`src/hw/rtl/mdm_pkg.sv`:
```
// ----------------------------------------------------------------------------
// mdm_pkg
// Shared types, constants and codes of the mecanum drive mixer.
// ----------------------------------------------------------------------------
package mdm_pkg;

    localparam int STICK_FULL   = 650;
    localparam int ROOT_STEPS   = 11;
    localparam int CNT_W        = 5;
    localparam int LANES        = 3;
    localparam int MOVE_LANES   = 2;

    // floor(x / 650) == (x * RECIP_650) >> RECIP_SHIFT for every x below 2**26
    localparam logic [25:0] RECIP_650   = 26'd52861136;
    localparam int          RECIP_SHIFT = 35;

    localparam int IN_DATA_W    = 88;
    localparam int OUT_DATA_W   = 64;
    localparam int CFG_INDEX_W  = 3;
    localparam int CFG_DATA_W   = 32;

    localparam logic [CFG_INDEX_W-1:0] CFG_MAX_MOVE    = 3'd0;
    localparam logic [CFG_INDEX_W-1:0] CFG_MAX_ROTATE  = 3'd1;
    localparam logic [CFG_INDEX_W-1:0] CFG_MOUSE_GAIN  = 3'd2;
    localparam logic [CFG_INDEX_W-1:0] CFG_MOUSE_LIMIT = 3'd3;
    localparam logic [CFG_INDEX_W-1:0] CFG_SPEED_GAIN  = 3'd4;
    localparam logic [CFG_INDEX_W-1:0] CFG_YAW_FWD     = 3'd5;
    localparam logic [CFG_INDEX_W-1:0] CFG_YAW_BACK    = 3'd6;

    localparam logic [14:0] RST_MAX_MOVE    = 15'd8000;
    localparam logic [14:0] RST_MAX_ROTATE  = 15'd8000;
    localparam logic [7:0]  RST_MOUSE_GAIN  = 8'd10;
    localparam logic [14:0] RST_MOUSE_LIMIT = 15'd8000;
    localparam logic [3:0]  RST_SPEED_GAIN  = 4'd1;
    localparam logic [31:0] RST_YAW_FWD     = 32'd0;
    localparam logic [31:0] RST_YAW_BACK    = 32'd1;

    typedef struct packed {
        logic [14:0] max_move;
        logic [14:0] max_rotate;
        logic [7:0]  mouse_gain;
        logic [14:0] mouse_limit;
        logic [3:0]  speed_gain;
        logic [31:0] yaw_fwd;
        logic [31:0] yaw_back;
    } cfg_t;

    typedef struct packed {
        logic load;
        logic square;
        logic root_step;
        logic mul1;
        logic recip;
        logic split;
        logic scale;
        logic acc;
        logic mix;
        logic write;
    } cmd_t;

    typedef enum logic [3:0] {
        ST_IDLE,
        ST_SQUARE,
        ST_ROOT,
        ST_MUL1,
        ST_RECIP1,
        ST_SPLIT,
        ST_SCALE,
        ST_RECIP2,
        ST_ACC,
        ST_RECIP3,
        ST_MIX,
        ST_WRITE
    } state_t;

endpackage

```
`src/hw/rtl/mdm_cfg.sv`:
```
// ----------------------------------------------------------------------------
// mdm_cfg
// Configuration register file; unknown indexes are dropped.
// ----------------------------------------------------------------------------
module mdm_cfg
    import mdm_pkg::*;
(
    input  logic                   clk,
    input  logic                   rst_n,
    input  logic                   wr_en,
    input  logic [CFG_INDEX_W-1:0] wr_index,
    input  logic [CFG_DATA_W-1:0]  wr_data,
    output cfg_t                   cfg
);

    cfg_t cfg_reg;

    always_ff @(posedge clk or negedge rst_n)
    begin
        if (!rst_n)
        begin
            cfg_reg.max_move    <= RST_MAX_MOVE;
            cfg_reg.max_rotate  <= RST_MAX_ROTATE;
            cfg_reg.mouse_gain  <= RST_MOUSE_GAIN;
            cfg_reg.mouse_limit <= RST_MOUSE_LIMIT;
            cfg_reg.speed_gain  <= RST_SPEED_GAIN;
            cfg_reg.yaw_fwd     <= RST_YAW_FWD;
            cfg_reg.yaw_back    <= RST_YAW_BACK;
        end
        else if (wr_en)
        begin
            case (wr_index)
                CFG_MAX_MOVE:    cfg_reg.max_move    <= wr_data[14:0];
                CFG_MAX_ROTATE:  cfg_reg.max_rotate  <= wr_data[14:0];
                CFG_MOUSE_GAIN:  cfg_reg.mouse_gain  <= wr_data[7:0];
                CFG_MOUSE_LIMIT: cfg_reg.mouse_limit <= wr_data[14:0];
                CFG_SPEED_GAIN:  cfg_reg.speed_gain  <= wr_data[3:0];
                CFG_YAW_FWD:     cfg_reg.yaw_fwd     <= wr_data;
                CFG_YAW_BACK:    cfg_reg.yaw_back    <= wr_data;
                default:         ;
            endcase
        end
    end

    assign cfg = cfg_reg;

endmodule

```
`config.mk`:
```
export PLATFORM = sky130hd
export DESIGN_NAME = mdm_cfg
export DESIGN_NICKNAME = d
export VERILOG_FILES = /design/src/hw/rtl/mdm_pkg.sv /design/src/hw/rtl/mdm_cfg.sv
export SDC_FILE = /design/constraint.sdc
export NUM_CORES = 1
export LEC_CHECK = 0
export BUFFER_PORTS_ARGS = -buffer_cell sky130_fd_sc_hd__buf_4
export CAP_MARGIN = 20
export CORE_AREA = 4 4 111 86
export CTS_BUF_LIST = sky130_fd_sc_hd__clkbuf_8
export DETAILED_ROUTE_END_ITERATION = 12
export DIE_AREA = 0 0 115 90
export PLACE_DENSITY = 0.86
export SYNTH_ARGS = -nofsm -noshare
export SYNTH_HDL_FRONTEND = slang
export SYNTH_SLANG_ARGS = --single-unit
export TNS_END_PERCENT = 30
```
`constraint.sdc`:
```
create_clock -name clk -period 1.3 [get_ports clk]
set_input_delay 0.195 -clock clk [delete_from_list [all_inputs] [get_ports clk]]
set_output_delay 0.195 -clock clk [all_outputs]
set_load 0.05 [all_outputs]
```
== Yosys cells after proc, flatten, opt, wreduce, memory -nomap -nowiden ==
Cells that the tools add are included.
Word-level totals
  register bits: 121
  logic and storage cells: 21
  input port bits: 38
  output and inout bits: 121
Cells by class
  equality and inequality tests: 6
  reductions and logical operators: 8
Operators by type and width (count)
  $reduce_and A2 Y1: 7
  $eq A3 B3 Y1 const B: 3
  $eq A3 B2 Y1 const B: 2
  $eq A3 B1 Y1 const B: 1
  $logic_not A3 Y1: 1

== Longest topological paths before layout ==
Gate-level depths: netlist (run 1).
  depth after elaboration: 2
  gate-level depth with buffers: 5
  mapped depth without buffers: 2

== Least setup slack after synthesis (run 1) ==
Ideal clock, no wire load.
  path kind: in2reg
  start point: input port wr_index[1]
  end point: register cfg_reg, in the netlist cfg[111]
  stages: 4
  data arrival time: 1.259 ns
  setup slack: -0.084 ns
  cell sequence: buf_4 -> nor4b_4 -> buf_8 -> mux2_4
Between the ends
  cells in the longest elaborated chain, start to end: 2
Ends and longest elaborated chain
  start: declaration: line mdm_cfg.sv:11  | input logic [CFG_INDEX_W-1:0] wr_index,
  $logic_not A3 Y1: line mdm_cfg.sv:32  | case (wr_index)
  $reduce_and A2 Y1 (no source line)
  end: declaration: line mdm_cfg.sv:16  | cfg_t cfg_reg;
No other way between the ends.
A chain may end at the register's enable or synchronous reset.

== Final worst setup path (run 1) ==
  start point: register cfg_reg, in the netlist cfg[117]
  end point: output port cfg[117] in the netlist's numbering
RTL lines
  end: declaration: line mdm_cfg.sv:13  | output cfg_t cfg
No word-level cell between the ends.

==> flow_metrics.tcl, run 1 <==
set metrics [dict create \
    synth_seq_area_share_pct 65.7 \
    portBuffers 158 \
    postPlaceCellArea_um2 6030 \
    worstMarginPinSlew_ns 0.316 \
    final.period_utilization_pct 103 \
    clock_path_buffers 2 \
    pre_cts_slack_ns -0.0477 \
    hpwl_mm 7.51 \
    synth_nets 302 \
    synth-seq-cells 121 \
    die_w_um 115 \
    vdd_drop_max_v 0.00150 \
    clock-sinks 121 \
    yosys_warnings 0 \
    finClkSkew_ns 0 \
    status "complete, but fails checks" \
    path_buf_inv 1 \
    fin_util_pct 81.0 \
    hold_viol 0 \
    grt_max_degree 60 \
    crit_fanout 2 \
    worstHoldStart "wr_data[10]" \
    syn_to_final_growth_pct 46.6 \
    crit_path_end_kind "output port" \
    synth_cells 264 \
    hold_class "input port to flop" \
    arrival_ns 1.14 \
    reg2regPathDepth 2 \
    cp_top_family "flip-flops" \
    finish.instance_area_um2 6820 \
    antennaDiodeCount 0 \
    regArea_um2 3060 \
    whs_path_depth 2 \
    critPathRequiredTime_ns 1.11 \
    drive_above_1_share_pct 73.2 \
    whs_endpoint "cfg[42]" \
    cts_tree "yes" \
    crit_chain "buf_8" \
    grt_pass1_wl_mm 18.1 \
    power_density_nw_per_um2 2140 \
    grt_usage_pct 23.2 \
    syn_area_per_cell_um2 17.6 \
    drcViolationCount 0 \
    final_cell_count_no_fill 578 \
    multi_input_area_um2 1500 \
    regToRegSetupSlack_ns 0.44 \
    largest_register_ffs 121 \
    dr.pass1.iters 6 \
    tns_ns -0.433 \
    io_pins 159 \
    violations "setup timing" \
    syn_area_um2 4650 \
    clkLatencyLatePin_ns 0.42 \
    clock.fmax_mhz 749 \
    dieHeight_um 90 \
    via_count 2980 \
    dp_cells 524 \
    gp_congestion 0.721 \
    initial_core_util_pct 55.3 \
    reg2reg_to "cfg[79]" \
    final_max_slew_viol_count 0 \
    antenna_found_initial 0 \
    cp-start-kind "flop" \
    core_um2 8420 \
    cts_buffers 17 \
    viasPerCell 5.16 \
    finalSetupViolations 21 \
    synth.distinct_cells 14 \
    drt_iter0_markers 104 \
    maxSlewHeadroom_pct 78.9 \
    clk_pin_slew_ns 0.07 \
    path_class "flop to output port" \
    h-tree-depth 4 \
    worstReg2RegStart "cfg[79]" \
    grt.overflow.total 0 \
    fin_ws_ns -0.0356 \
    max-cap-violations 0 \
    slowest_delay_ns 0.56 \
    n_fill_cell 445 \
    critPathLaunch "cfg[117]" \
    rows 29 \
    rsz0062_at_grt "true" \
    layout.nets 495 \
    slowest_stage "dfstp_2" \
    grt_pass1_vias 3296 \
    timing.final.crit_period_ns 1.34 \
    wire_per_inst_um 19.7 \
    root_buffer "clkbuf_8" \
    die-area_um2 10400 \
    drt_wl_total_mm 11.4 \
    p_leak_uw 0.00321 \
    ant_nets 0 \
]
-- layout by cell type (no fill, tap or decap), types with 4 or more instances in the layout --
| cell | Yosys | layout |
|---|---|---|
| buf_4 | 3 | 140 |
| mux2_2 | 110 | 110 |
| dfrtp_1 | 99 | 99 |
| dfstp_2 | 22 | 22 |
| buf_8 | 1 | 22 |
| clkbuf_8 | 0 | 20 |
| dlygate4sd3_1 | 0 | 20 |
| mux2_4 | 10 | 10 |
| buf_12 | 0 | 7 |
| clkinv_2 | 0 | 4 |
| inv_1 | 0 | 4 |
-- cell usage after synthesis --
library cell,count,area share (%)
and4bb_2,2,0.54
buf_2,9,0.97
buf_4,3,0.48
buf_6,2,0.48
buf_8,1,0.32
dfrtp_1,99,53
dfstp_2,22,12
mux2_1,1,0.24
mux2_2,110,27
mux2_4,10,3.2
nand4b_1,2,0.38
nand4b_2,1,0.32
nor4b_4,1,0.51
nor4bb_1,1,0.22
-- per-stage QoR --
stage | total power [µW] | hold WS, ns
2_1_floorplan | 9000 | -0.101
3_3_place_gp | 10800 | 0.0783
3_5_place_dp | 10900 | 0.0796
4_1_cts | 14700 | 0.00325
5_1_grt | 15200 | 0.00640
6_report | 14600 | 0.0403
-- cell type report --
cell class	count	area share, %
timing repair buffer	189	25.3
clock inverter	12	1.95
sequential	121	44.8
tap	108	1.98
multi-input combinational	128	22.0
clock buffer	20	4.04
-- where the power goes --
group          switching [µW]  leakage (µW)  internal [µW]
sequential                537       0.00142           4720
clock                    1420      0.000223           2010
combinational            3850       0.00157           2090
total                    5800       0.00321           8810
-- cells by family (layout without fill, tap and decap cells) --
kind of cell,after synthesis,after routing,share of synthesized area [%]
mux,121,121,30.1
buf+inv,15,221,2.26
simple gates,7,7,1.96
flops,121,121,65.7
-- repair_timing --
item                                    CTS  global route
hold endpoints to repair                131             2
hold buffers                             18             2
endpoints found under the setup margin   22            22
gates resized for setup                  44             0
buffers inserted                          0             2
cloned                                    0             0
-- how the worst max path moves through the flow --
| stage | cells past startpoint | end | slack (ns) |
|---|---|---|---|
| 2_1_floorplan | 4 | cfg[111] | -0.07 |
| 3_5_place_dp | 4 | cfg[108] | -0.05 |
| 6_report | 1 | cfg[117] | -0.04 |
| 4_1_cts | 1 | cfg[117] | -0.06 |
| 3_3_place_gp | 4 | cfg[110] | -0.02 |
| 5_1_grt | 1 | cfg[117] | -0.1 |
-- metal layers --
metal	wire length (µm)	up-vias	part of all wire, %	GRT usage, %
li1	-	1325	-	-
met1	4640	1522	41	28.6
met2	5700	112	50	36.3
met3	864	21	7.6	10.1
met4	199	0	1.7	8.02
met5	0	-	0	0
No activity file was read; power rests on OpenSTA's default activity.
==> run 2, diff against run 1 <==
--- a/config.mk
+++ b/config.mk
@@ -7,10 +7,10 @@
 export LEC_CHECK = 0
 export BUFFER_PORTS_ARGS = -buffer_cell sky130_fd_sc_hd__buf_4
 export CAP_MARGIN = 20
-export CORE_AREA = 4 4 111 86
+export CORE_AREA = 2 2 109 84
 export CTS_BUF_LIST = sky130_fd_sc_hd__clkbuf_8
 export DETAILED_ROUTE_END_ITERATION = 12
-export DIE_AREA = 0 0 115 90
+export DIE_AREA = 0 0 111 86
 export PLACE_DENSITY = 0.86
 export SYNTH_ARGS = -nofsm -noshare
 export SYNTH_HDL_FRONTEND = slang
==> run 2 against run 1 <==
  * The flow still finishes with violations (setup timing)
  * Worst hold slack lost 0.0031 ns
  * Die area shrank 7.8%
  * Non-clock buffer count grew 3
  * Total power fell by 3.6%
  * Register-to-register slack barely moved
  * Sequential power is essentially flat
  * Cell area fell by 1.0%
  * Worst setup slack better by 0.0075 ns
  * Critical endpoint is now cfg[100]
  * Largest cell class unchanged
==> flow_metrics.tcl, run 2 (synthesis gave the netlist of run 1 again) <==
set metrics [dict create \
    crit_chain "buf_8" \
    finalSetupViolations 22 \
    layout_common_cells "buf_4, mux2_2, dfrtp_1" \
    die_w_um 111 \
    arrival_ns 1.13 \
    largest_register_ffs 121 \
    maxSlewHeadroom_pct 79.7 \
    layout_commonest_cell "buf_4" \
    layout.nets 498 \
    path_class "flop to output port" \
    clock.fmax_mhz 753 \
    worstHoldStart "wr_data[11]" \
    grt_pass1_wl_mm 17.7 \
    worstMarginPinSlew_ns 0.304 \
    clk_pin_slew_ns 0.07 \
    hpwl_mm 7.62 \
    fin_ws_ns -0.0280 \
    grt.overflow.total 0 \
    finish.instance_area_um2 6750 \
    die-area_um2 9550 \
    cts_tree "yes" \
    io_pins 159 \
    final_max_slew_viol_count 0 \
    critPathLaunch "cfg[100]" \
    dr.pass1.iters 5 \
    dieHeight_um 86 \
    cts_buffers 17 \
    ant_nets 0 \
    postPlaceCellArea_um2 6030 \
    slowest_stage "dfstp_2" \
    clkLatencyLatePin_ns 0.42 \
    via_count 3011 \
    clock-sinks 121 \
    final.period_utilization_pct 102 \
    drive_above_1_share_pct 73.2 \
    h-tree-depth 4 \
    max-cap-violations 0 \
    p_leak_uw 0.00320 \
    slowest_delay_ns 0.56 \
    antenna_found_initial 0 \
    drcViolationCount 0 \
    hold_viol 0 \
    cp_top_family "flip-flops" \
    path_buf_inv 1 \
    critPathRequiredTime_ns 1.11 \
    portBuffers 158 \
    gp_congestion 0.728 \
    grt_pass1_vias 3317 \
    drt_iter0_markers 87 \
    grt_max_degree 43 \
    vdd_drop_max_v 0.00143 \
    power_density_nw_per_um2 2090 \
    crit_path_end_kind "output port" \
    core_um2 8380 \
    pre_cts_slack_ns -0.0406 \
    wire_per_inst_um 19.8 \
    cp-start-kind "flop" \
    rsz0062_at_grt "true" \
    finalPower_uw 14100 \
    worstReg2RegStart "cfg[112]" \
    hold_class "input port to flop" \
    antennaDiodeCount 0 \
    root_buffer "clkbuf_8" \
    syn_to_final_growth_pct 45.0 \
    timing.final.crit_period_ns 1.33 \
    grt_usage_pct 24.9 \
    viasPerCell 5.18 \
    finClkSkew_ns 0 \
    initial_core_util_pct 55.5 \
    clock_path_buffers 2 \
    rows 29 \
    drt_wl_total_mm 11.5 \
    crit_fanout 2 \
    violations "setup timing" \
    status "complete, but fails checks" \
]
-- run 2: cell count changes in the layout (fill, tap and decap cells not counted) --
| cell | previous run | this run |
|---|---|---|
| buf_12 | 7 | 5 |
| clkinv_2 | 4 | 3 |
| bufinv_16 | 3 | 0 |
| inv_1 | 4 | 7 |
| buf_4 | 140 | 147 |
| dlygate4sd3_1 | 20 | 18 |
| clkinvlp_4 | 1 | 0 |
| clkbuf_8 | 20 | 22 |
-- run 2: where the power goes --
part           switching [µW]  internal, µW  total (µW)
registers                 540          4720        5260
clock network            1370          1510        2880
logic                    3850          2100        5950
total                    5750          8330       14100
-- run 2: layer usage --
layer	up-vias	GRT usage (%)	share of wire [%]
li1	1345	-	-
met1	1536	28.3	40
met2	116	43.4	51
met3	14	9.61	7.3
met4	0	8.86	1.2
met5	-	0	0
-- run 2: what timing repair did --
item	4_1_cts	5_1_grt
hold endpoints to repair	103	1
hold buffers	17	1
setup endpoints to repair	22	22
setup buffers	2	2
gates resized for setup	44	0
-- run 2: worst paths after layout --
kind / endpoint / slack, ns / cells past startpoint
max reg2reg: cfg[112] / 0.44 / 2
min reg2reg: cfg[16] / 0.51 / 1
min in group asynchronous: cfg[91] / 0.20 / 2
min: cfg[117] / 0.04 / 2
max in group asynchronous: cfg[23] / 0.49 / 3
max: cfg[100] / -0.03 / 1
-- run 2: cell type report --
type | count | area (µm²)
Sequential cell | 121 | 3060
Timing Repair Buffer | 192 | 1710
Fill cell | 473 | 1640
Multi-Input combinational cell | 128 | 1500
Clock buffer | 22 | 303
Tap cell | 108 | 135
Clock inverter | 10 | 41.3
-- run 2: stage by stage --
step / hold slack [ns] / std cells / setup TNS, ns / util [%]
detailed placement: 0.107 / 527 / -0.362 / 71.9
global route: 0.0158 / 581 / -1.21 / 80.5
CTS: 0.00221 / 578 / -0.815 / 80.2
global placement: 0.104 / 527 / -0.129 / 71.9
floorplan: -0.101 / 264 / -0.471 / -
finish: 0.0372 / 581 / -0.257 / 80.5
