## src/hw/rtl/mdm_pkg.sv

```systemverilog
// ----------------------------------------------------------------------------
// mdm_pkg
// Shared types, constants and codes of the mecanum drive mixer.
// ----------------------------------------------------------------------------
package mdm_pkg;

    localparam int STICK_FULL   = 650;
    localparam int ROOT_STEPS   = 11;
    localparam int CNT_W        = 5;
    localparam int LANES        = 3;
    localparam int MOVE_LANES   = 2;

    // floor(x / 650) == (x * RECIP_650) >> RECIP_SHIFT for every x below 2**26
    localparam logic [25:0] RECIP_650   = 26'd52861136;
    localparam int          RECIP_SHIFT = 35;

    localparam int IN_DATA_W    = 88;
    localparam int OUT_DATA_W   = 64;
    localparam int CFG_INDEX_W  = 3;
    localparam int CFG_DATA_W   = 32;

    localparam logic [CFG_INDEX_W-1:0] CFG_MAX_MOVE    = 3'd0;
    localparam logic [CFG_INDEX_W-1:0] CFG_MAX_ROTATE  = 3'd1;
    localparam logic [CFG_INDEX_W-1:0] CFG_MOUSE_GAIN  = 3'd2;
    localparam logic [CFG_INDEX_W-1:0] CFG_MOUSE_LIMIT = 3'd3;
    localparam logic [CFG_INDEX_W-1:0] CFG_SPEED_GAIN  = 3'd4;
    localparam logic [CFG_INDEX_W-1:0] CFG_YAW_FWD     = 3'd5;
    localparam logic [CFG_INDEX_W-1:0] CFG_YAW_BACK    = 3'd6;

    localparam logic [14:0] RST_MAX_MOVE    = 15'd8000;
    localparam logic [14:0] RST_MAX_ROTATE  = 15'd8000;
    localparam logic [7:0]  RST_MOUSE_GAIN  = 8'd10;
    localparam logic [14:0] RST_MOUSE_LIMIT = 15'd8000;
    localparam logic [3:0]  RST_SPEED_GAIN  = 4'd1;
    localparam logic [31:0] RST_YAW_FWD     = 32'd0;
    localparam logic [31:0] RST_YAW_BACK    = 32'd1;

    typedef struct packed {
        logic [14:0] max_move;
        logic [14:0] max_rotate;
        logic [7:0]  mouse_gain;
        logic [14:0] mouse_limit;
        logic [3:0]  speed_gain;
        logic [31:0] yaw_fwd;
        logic [31:0] yaw_back;
    } cfg_t;

    typedef struct packed {
        logic load;
        logic square;
        logic root_step;
        logic mul1;
        logic recip;
        logic split;
        logic scale;
        logic acc;
        logic mix;
        logic write;
    } cmd_t;

    typedef enum logic [3:0] {
        ST_IDLE,
        ST_SQUARE,
        ST_ROOT,
        ST_MUL1,
        ST_RECIP1,
        ST_SPLIT,
        ST_SCALE,
        ST_RECIP2,
        ST_ACC,
        ST_RECIP3,
        ST_MIX,
        ST_WRITE
    } state_t;

endpackage

```

## src/hw/rtl/mdm_ctrl.sv

```systemverilog
// ----------------------------------------------------------------------------
// mdm_ctrl
// Sequencer: steps one sample through square, root, multiply, divide, mix.
// ----------------------------------------------------------------------------
module mdm_ctrl
    import mdm_pkg::*;
(
    input  logic clk,
    input  logic rst_n,
    input  logic in_valid,
    output logic in_ready,
    output logic out_valid,
    input  logic out_ready,
    output cmd_t cmd
);

    state_t           state_reg, state_next;
    logic [CNT_W-1:0] cnt_reg, cnt_next;
    logic             out_valid_reg, out_valid_next;

    always_ff @(posedge clk or negedge rst_n)
    begin
        if (!rst_n)
        begin
            state_reg     <= ST_IDLE;
            cnt_reg       <= '0;
            out_valid_reg <= 1'b0;
        end
        else
        begin
            state_reg     <= state_next;
            cnt_reg       <= cnt_next;
            out_valid_reg <= out_valid_next;
        end
    end

    always_comb
    begin
        state_next = state_reg;
        cnt_next   = cnt_reg;
        cmd        = '0;
        in_ready   = 1'b0;
        case (state_reg)
            ST_IDLE:
            begin
                in_ready = 1'b1;
                if (in_valid)
                begin
                    cmd.load   = 1'b1;
                    state_next = ST_SQUARE;
                end
            end
            ST_SQUARE:
            begin
                cmd.square = 1'b1;
                cnt_next   = '0;
                state_next = ST_ROOT;
            end
            ST_ROOT:
            begin
                cmd.root_step = 1'b1;
                cnt_next      = cnt_reg + 1'b1;
                if (cnt_reg == CNT_W'(ROOT_STEPS - 1))
                    state_next = ST_MUL1;
            end
            ST_MUL1:
            begin
                cmd.mul1   = 1'b1;
                state_next = ST_RECIP1;
            end
            ST_RECIP1:
            begin
                cmd.recip  = 1'b1;
                state_next = ST_SPLIT;
            end
            ST_SPLIT:
            begin
                cmd.split  = 1'b1;
                state_next = ST_SCALE;
            end
            ST_SCALE:
            begin
                cmd.scale  = 1'b1;
                state_next = ST_RECIP2;
            end
            ST_RECIP2:
            begin
                cmd.recip  = 1'b1;
                state_next = ST_ACC;
            end
            ST_ACC:
            begin
                cmd.acc    = 1'b1;
                state_next = ST_RECIP3;
            end
            ST_RECIP3:
            begin
                cmd.recip  = 1'b1;
                state_next = ST_MIX;
            end
            ST_MIX:
            begin
                cmd.mix    = 1'b1;
                state_next = ST_WRITE;
            end
            ST_WRITE:
            begin
                // hold until the output beat slot is free
                if (!out_valid_reg || out_ready)
                begin
                    cmd.write  = 1'b1;
                    state_next = ST_IDLE;
                end
            end
            default:
            begin
                state_next = ST_IDLE;
            end
        endcase
        out_valid_next = (out_valid_reg && !out_ready) || cmd.write;
    end

    assign out_valid = out_valid_reg;

endmodule

```

## config.mk

```make
export PLATFORM = sky130hd
export DESIGN_NAME = mdm_ctrl
export DESIGN_NICKNAME = d
export VERILOG_FILES = /design/src/hw/rtl/mdm_pkg.sv /design/src/hw/rtl/mdm_ctrl.sv
export SDC_FILE = /design/constraint.sdc
export NUM_CORES = 1
export LEC_CHECK = 0
export BUFFER_PORTS_ARGS = -buffer_cell sky130_fd_sc_hd__buf_2
export CAP_MARGIN = 20
export CELL_PAD_IN_SITES_DETAIL_PLACEMENT = 1
export CELL_PAD_IN_SITES_GLOBAL_PLACEMENT = 1
export CORE_UTILIZATION = 43
export CTS_BUF_LIST = sky130_fd_sc_hd__clkbuf_4 sky130_fd_sc_hd__clkbuf_8
export DETAILED_ROUTE_END_ITERATION = 16
export PLACE_DENSITY_LB_ADDON = 0.05
export SYNTH_ARGS = -nofsm -noshare
export SYNTH_HDL_FRONTEND = slang
export SYNTH_SLANG_ARGS = --single-unit
```

## constraint.sdc

```tcl
create_clock -name clk -period 3.12 [get_ports clk]
set_input_delay 0.156 -clock clk [delete_from_list [all_inputs] [get_ports clk]]
set_output_delay 0.156 -clock clk [all_outputs]
set_load 0.1 [all_outputs]
```

* Yosys cells after proc, flatten, opt, wreduce, memory -nomap -nowiden *
Index checks and enable logic that the tools add are counted.

storage, ports and cells
  register bits = 10
  bits of input ports = 4
  output and inout port bits = 12
  word-level logic and storage cells = 46

cells by class
  $add $sub $neg = 1
  equal/unequal tests = 15
  muxes and demuxes = 18
  reduce and logical (&&, ||, !) cells = 9

operators by type and width
  cell                   count
  $pmux W4 S12           1
  $eq A4 B3 Y1 const B   4
  $eq A4 B4 Y1 const B   4
  $mux W1                13
  $mux W4                3
  $pmux W5 S2            1
  $eq A4 B2 Y1 const B   2
  $ne A2 B2 Y1 const B   3
  $add A5 B1 Y5 const B  1
  $eq A5 B4 Y1 const B   1
  $eq A4 B1 Y1 const B   1
  $logic_not A4 Y1       1
  $reduce_and A3 Y1      1
  $reduce_or A3 Y1       1
  $logic_not A1 Y1       2
  $logic_or A1 B1 Y1     2
  $reduce_bool A2 Y1     1
  $logic_and A1 B1 Y1    1

* Longest topological paths before layout *
Gate-level depths: netlist of the first run.

  depth after elaboration = 5
  gate-level depth with buffers = 6
  mapped depth without buffers = 6

* Least setup slack after synthesis of the first run *
OpenSTA, ideal clock, no wires.

  path kind = reg-to-output
  start = register state_reg[1]
  end = output cmd[9] (netlist bit)
  arrival = 3366 ps
  required time = 2964 ps
  setup slack = -402 ps
  stages on the path, launching flop included = 4
  buffers on the path = 1
  path through = dfrtp_1 -> buf_2 -> nor4_2 -> and2_1

RTL lines
  what                    line            source
  from (decl)             mdm_ctrl.sv:17  state_t state_reg, state_next;
  from (signal assigned)  mdm_ctrl.sv:31  state_reg <= state_next;
  to (decl)               mdm_ctrl.sv:14  output cmd_t cmd

==> results of run 1 <==
## through the flow
stage / area (um^2) / setup slack (ns)
after floorplan: 656 / 0.191
after global placement: 716 / 1.27
final: 762 / 0.941
after CTS: 762 / 0.920
after detailed placement: 716 / 1.23
after global routing: 762 / 0.859
## worst min path at each step
stage,end,slack [ns],depth (start not counted)
3_3_place_gp,cnt_reg[2],0.03,1
4_1_cts,cnt_reg[2],0.26,2
3_5_place_dp,cnt_reg[2],0.03,1
6_report,cnt_reg[2],0.26,2
5_1_grt,state_reg[0],0.28,4
2_1_floorplan,cnt_reg[0],-0.14,0
## kinds of logic (layout without fill, tap and decap cells)
kind of cell | Yosys count | in the layout
flip-flops | 10 | 10
adder cells (fa/ha/maj) | 2 | 2
AO/OA/AOI/OAI | 13 | 13
multiplexers | 2 | 2
buffers and inverters | 8 | 23
AND/OR/NAND/NOR | 31 | 31
XOR/XNOR | 4 | 4
## cells in the final DEF, fill, tap and decap left out, types with 2 or more instances in the layout
master,Yosys,layout
a21oi_1,3,3
buf_2,3,15
clkbuf_4,0,3
dfrtp_1,10,10
ha_1,2,2
inv_1,2,2
nand2_1,6,6
nand2b_1,4,4
nand3_1,2,2
nor2_1,8,8
nor3_1,4,3
o21ai_0,5,5
o22ai_1,2,2
xor2_1,3,3
## per-layer routing
metal  wire [um]  up-vias
met5           0        -
met4          42        0
met3          47        5
met2         576       13
met1         715      232
li1            -      267
## cell type report
class	count	area, um^2	share of cell area, %
Multi-Input combinational cell	52	360	47.3
Sequential cell	10	250	32.8
Timing Repair Buffer	16	85.1	11.2
Clock buffer	4	36.3	4.76
Tap cell	15	18.8	2.46
Inverter	3	11.3	1.48
## repair_timing
item | 4_1_cts | 5_1_grt
setup buffers | 0 | 0
hold buffers | 1 | 0
hold endpoints to repair | 10 | 0
==> impl_metrics.tcl, run 1 <==
set metrics [dict create \
    holdWs_ns 0.258 \
    max-slew-margin-rel_pct 68.5 \
    cts_root_buffer "clkbuf_4" \
    r2r-end "state_reg[1]" \
    synth-xor-area-share_pct 5.46 \
    yosysMostFrequentCell "dfrtp_1" \
    synth-simple-area-share_pct 25.9 \
    cts_sinks 10 \
    final_cells 100 \
    final_hold_viol_count 0 \
    r2r_start "state_reg[3]" \
    fillers 169 \
    synth_top_family_by_area "simple AND/OR/NAND/NOR gates" \
    dieArea_um2 1650 \
    yosysSeqAreaShare_pct 39.0 \
    ff2ff_path_depth 4 \
    outcome "completed" \
    dp.cells 95 \
    grt_use_met2_pct 28.2 \
    grt_max_degree 11 \
    rsz0062_at_grt "no" \
    postCtsResizedCells 0 \
    fin_crit_sh_pct 69.9 \
    grt_overflow 0 \
    antenna_found_initial 0 \
    finalCriticalPeriod_ns 2.18 \
    worstPathCellList "or4b_1, inv_2, buf_2" \
    track_usage_pct 21.1 \
    largest_reg_flops 5 \
    avgSynthCellArea_um2 9.17 \
    worstMarginPinSlew_ns 0.466 \
    worstPathRequired_ns 2.96 \
    cp.depth 3 \
    maxCapViolations 0 \
    ys_types 29 \
    drt_iter0_markers 5 \
    async_flop_share_pct 100 \
    syn_to_final_growth_pct 18.7 \
    nets 92 \
    clkSlewWorstSetupHoldPaths_ns 0.08 \
    place_congestion 0.699 \
    fmax_mhz 459 \
    cp_max_fo 10 \
    yosysTopAreaCell "dfrtp_1" \
    cts_buffers 3 \
    rows 13 \
    num_io_pins 16 \
    synth.area.mux_share_pct 4.09 \
    use_met1_pct 29.1 \
    hp-class "input pin to async pin" \
    firstDrtPassIters 3 \
    synth-edff-count 0 \
    die-height_um 40.6 \
    start_util_pct 47.5 \
    ys.flop_type "dfrtp_1" \
    die_width_um 40.6 \
    synth.top_cells.by_area "dfrtp_1 39%, nor2_1 4.7%, o2bb2ai_4 4.3%" \
    core_um2 1350 \
    crit_family "simple AND/OR/NAND/NOR gates" \
    n_antenna_cell 0 \
    clk_path_buf_depth 2 \
    critPathLaunch "state_reg[3]" \
    synth_common_cells "10 x dfrtp_1, 8 x nor2_1, 6 x nand2_1, 5 x o21ai_0" \
    final_core_util_pct 56.4 \
    finClkSkew_ns 0.00666 \
    worst-path-buf-inv 2 \
    synthAdderAreaFrac_pct 3.90 \
    place_hpwl_um 991 \
    slew_viol_final 0 \
    final_layout_size_suffix_gt1_share_pct 31.8 \
    vias 517 \
    synthesis.area_um2 642 \
    drcViolationCount 0 \
    reg2reg_slack_ns 1.25 \
    viasPerCell 5.17 \
    wl_per_cell_um 13.8 \
    use_met3_pct 6.52 \
    synth_fp_nets 76 \
    grt_pass1_vias 494 \
    setup_tns_ns 0 \
    grt_pass1_wl_mm 2.21 \
    yosys_warnings 0 \
    port_buffers 15 \
    ant_nets 0 \
    synth_cells 70 \
    cts_htree_levels 1 \
    synth-seq-cells 10 \
    synth.top_cell.area_share_pct 39.0 \
    slowest_stage "or4b_1" \
    routed_wl_mm 1.38 \
    finalSetupViolCount 0 \
    cp-start-kind "flip-flop" \
    clock_latency_ns 0.28 \
    cp.arrival_ns 2.02 \
    grt.busiest_layer "met1" \
    endpoint "cmd[7]" \
    cts_tree "yes" \
    slowest_delay_ns 0.71 \
    synth_compound_area_share_pct 14.6 \
    critPathCaptureType "primary output" \
    critical_path_class "flip-flop to primary output" \
]
Power of run 1 is not shown: default switching activity piles up to over one toggle a cycle in this logic, so the estimate is an artifact.
==> inputs of run 2 (changes only) <==
--- a/config.mk
+++ b/config.mk
@@ -9,7 +9,7 @@
 export CAP_MARGIN = 20
 export CELL_PAD_IN_SITES_DETAIL_PLACEMENT = 1
 export CELL_PAD_IN_SITES_GLOBAL_PLACEMENT = 1
-export CORE_UTILIZATION = 43
+export CORE_UTILIZATION = 40
 export CTS_BUF_LIST = sky130_fd_sc_hd__clkbuf_4 sky130_fd_sc_hd__clkbuf_8
 export DETAILED_ROUTE_END_ITERATION = 16
 export PLACE_DENSITY_LB_ADDON = 0.05
==> constraint.sdc (replaced) <==
create_clock -name clk -period 2.1 [get_ports clk]
set_input_delay 0.105 -clock clk [delete_from_list [all_inputs] [get_ports clk]]
set_output_delay 0.105 -clock clk [all_outputs]
set_load 0.1 [all_outputs]
==> run 2 against run 1 <==
Final area increased by 5.4%. Hold slack got worse by 0.020 ns. Largest cell class unchanged. Critical endpoint is now cmd[5]. Global-route usage decreased by 3.9 points. Non-clock buffer count increased by 2. Clock skew decreased by 0.0041 ns. Clock-buffer cell count decreased by 1. Worst setup slack got worse by 0.80 ns. Cell count increased by 2.0%.
==> impl_metrics.tcl, run 2 (synthesized netlist as in run 1, its figures left out) <==
set metrics [dict create \
    outcome "completed" \
    rsz0062_at_grt "no" \
    grt_overflow 0 \
    fillers 188 \
    clkSlewWorstSetupHoldPaths_ns 0.06 \
    viasPerCell 5.37 \
    cp_max_fo 10 \
    critical_path_class "flip-flop to primary output" \
    holdWs_ns 0.238 \
    max-slew-margin-rel_pct 66.9 \
    cp.arrival_ns 1.85 \
    post_cts_buffers 0 \
    crit_family "flip-flops" \
    finalSetupViolCount 0 \
    finalWorstSetupSlack_ns 0.143 \
    cts_root_buffer "clkbuf_4" \
    port_buffers 15 \
    place_congestion 0.714 \
    finClkSkew_ns 0.00258 \
    worstMarginPinSlew_ns 0.490 \
    slowest_stage "dfrtp_1" \
    hp-class "input pin to async pin" \
    final_core_util_pct 53.3 \
    die_width_um 42.1 \
    maxCapViolations 0 \
    multi_input_area_um2 382 \
    pre_cts_slack_ns 0.252 \
    cts_buffers 3 \
    nets 94 \
    drcViolationCount 0 \
    worstPathRequired_ns 2.00 \
    grt_max_degree 11 \
    slew_viol_final 0 \
    grt_pass1_wl_mm 2.23 \
    clock_latency_ns 0.26 \
    core_um2 1510 \
    vias 548 \
    drt_iter0_markers 1 \
    cts_htree_levels 1 \
    fin_crit_sh_pct 93.2 \
    fmax_mhz 511 \
    place_hpwl_mm 1.08 \
    cts_sinks 10 \
    wl_per_cell_um 13.9 \
    slowest_delay_ns 0.51 \
    worstPathCellList "nand2b_1, mux2_2, o22ai_2, clkbuf_4" \
    antenna_found_initial 0 \
    worst-path-buf-inv 1 \
    firstDrtPassIters 2 \
    start_util_pct 42.6 \
    num_io_pins 16 \
    cts_tree "yes" \
    finalCriticalPeriod_ns 1.96 \
    cp-start-kind "flip-flop" \
    final_common_cell "buf_2" \
    routed_wl_mm 1.42 \
    die-height_um 42.1 \
    setup_tns_ns 0 \
    dieArea_um2 1770 \
    seq_area_um2 250 \
    track_usage_pct 17.1 \
    syn_to_final_growth_pct 25.1 \
    ant_nets 0 \
    grt_pass1_vias 488 \
    final_layout_size_suffix_gt1_share_pct 37.2 \
    rows 14 \
    largest_reg_flops 5 \
    critPathCaptureType "primary output" \
    clk_path_buf_depth 2 \
    final_cell_mix "13 x buf_2, 10 x dfrtp_1, 8 x nor2_1, 6 x nand2_1, 5 x o21ai_0" \
    final_hold_viol_count 0 \
    n_antenna_cell 0 \
]
[run 2: layout make-up]
cell class,instances,area share (%)
multi-input combinational,52,47.5
timing repair buffer,18,14.6
clock buffer,3,2.80
sequential,10,31.2
inverter,3,1.40
tap,16,2.49
[run 2: final timing paths]
kind / startpoint / to / slack [ns] / cells past startpoint
max: state_reg[2] / cmd[5] / 0.14 / 4
min in group clk: in_valid / state_reg[0] / 0.24 / 4
min: rst_n / state_reg[3] / 0.24 / 2
max reg2reg: state_reg[3] / state_reg[1] / 0.24 / 4
max in group asynchronous: rst_n / cnt_reg[1] / 1.66 / 2
min reg2reg: cnt_reg[2] / cnt_reg[2] / 0.54 / 1
[run 2: per-layer routing]
metal / wire length [um] / global-route usage (%) / vias up
met2: 671 / 25.6 / 11
met4: 9 / 3.75 / 0
li1: - / - / 270
met3: 61 / 6.47 / 2
met1: 673 / 23.8 / 265
met5: 0 / 0 / -
[run 2: worst reg2reg max path, stage by stage, from the launching register on]
cell       delay, ns
dfrtp_1         0.50
or4b_1          0.71
o2bb2ai_4       0.19
a21oi_2         0.05
mux2_4          0.29
[run 2: timing repair]
action,4_1_cts,5_1_grt
hold endpoints to repair,10,0
endpoints found under the setup margin,0,1
resized for setup,0,1
hold buffers,1,0
[run 2: per-stage QoR]
stage                     cells  cell area (um^2)
after global routing        102               803
after floorplan              70               681
final                       102               803
after global placement       98               768
after detailed placement     98               768
after CTS                   102               801
Power of run 2 is left out for the same reason.
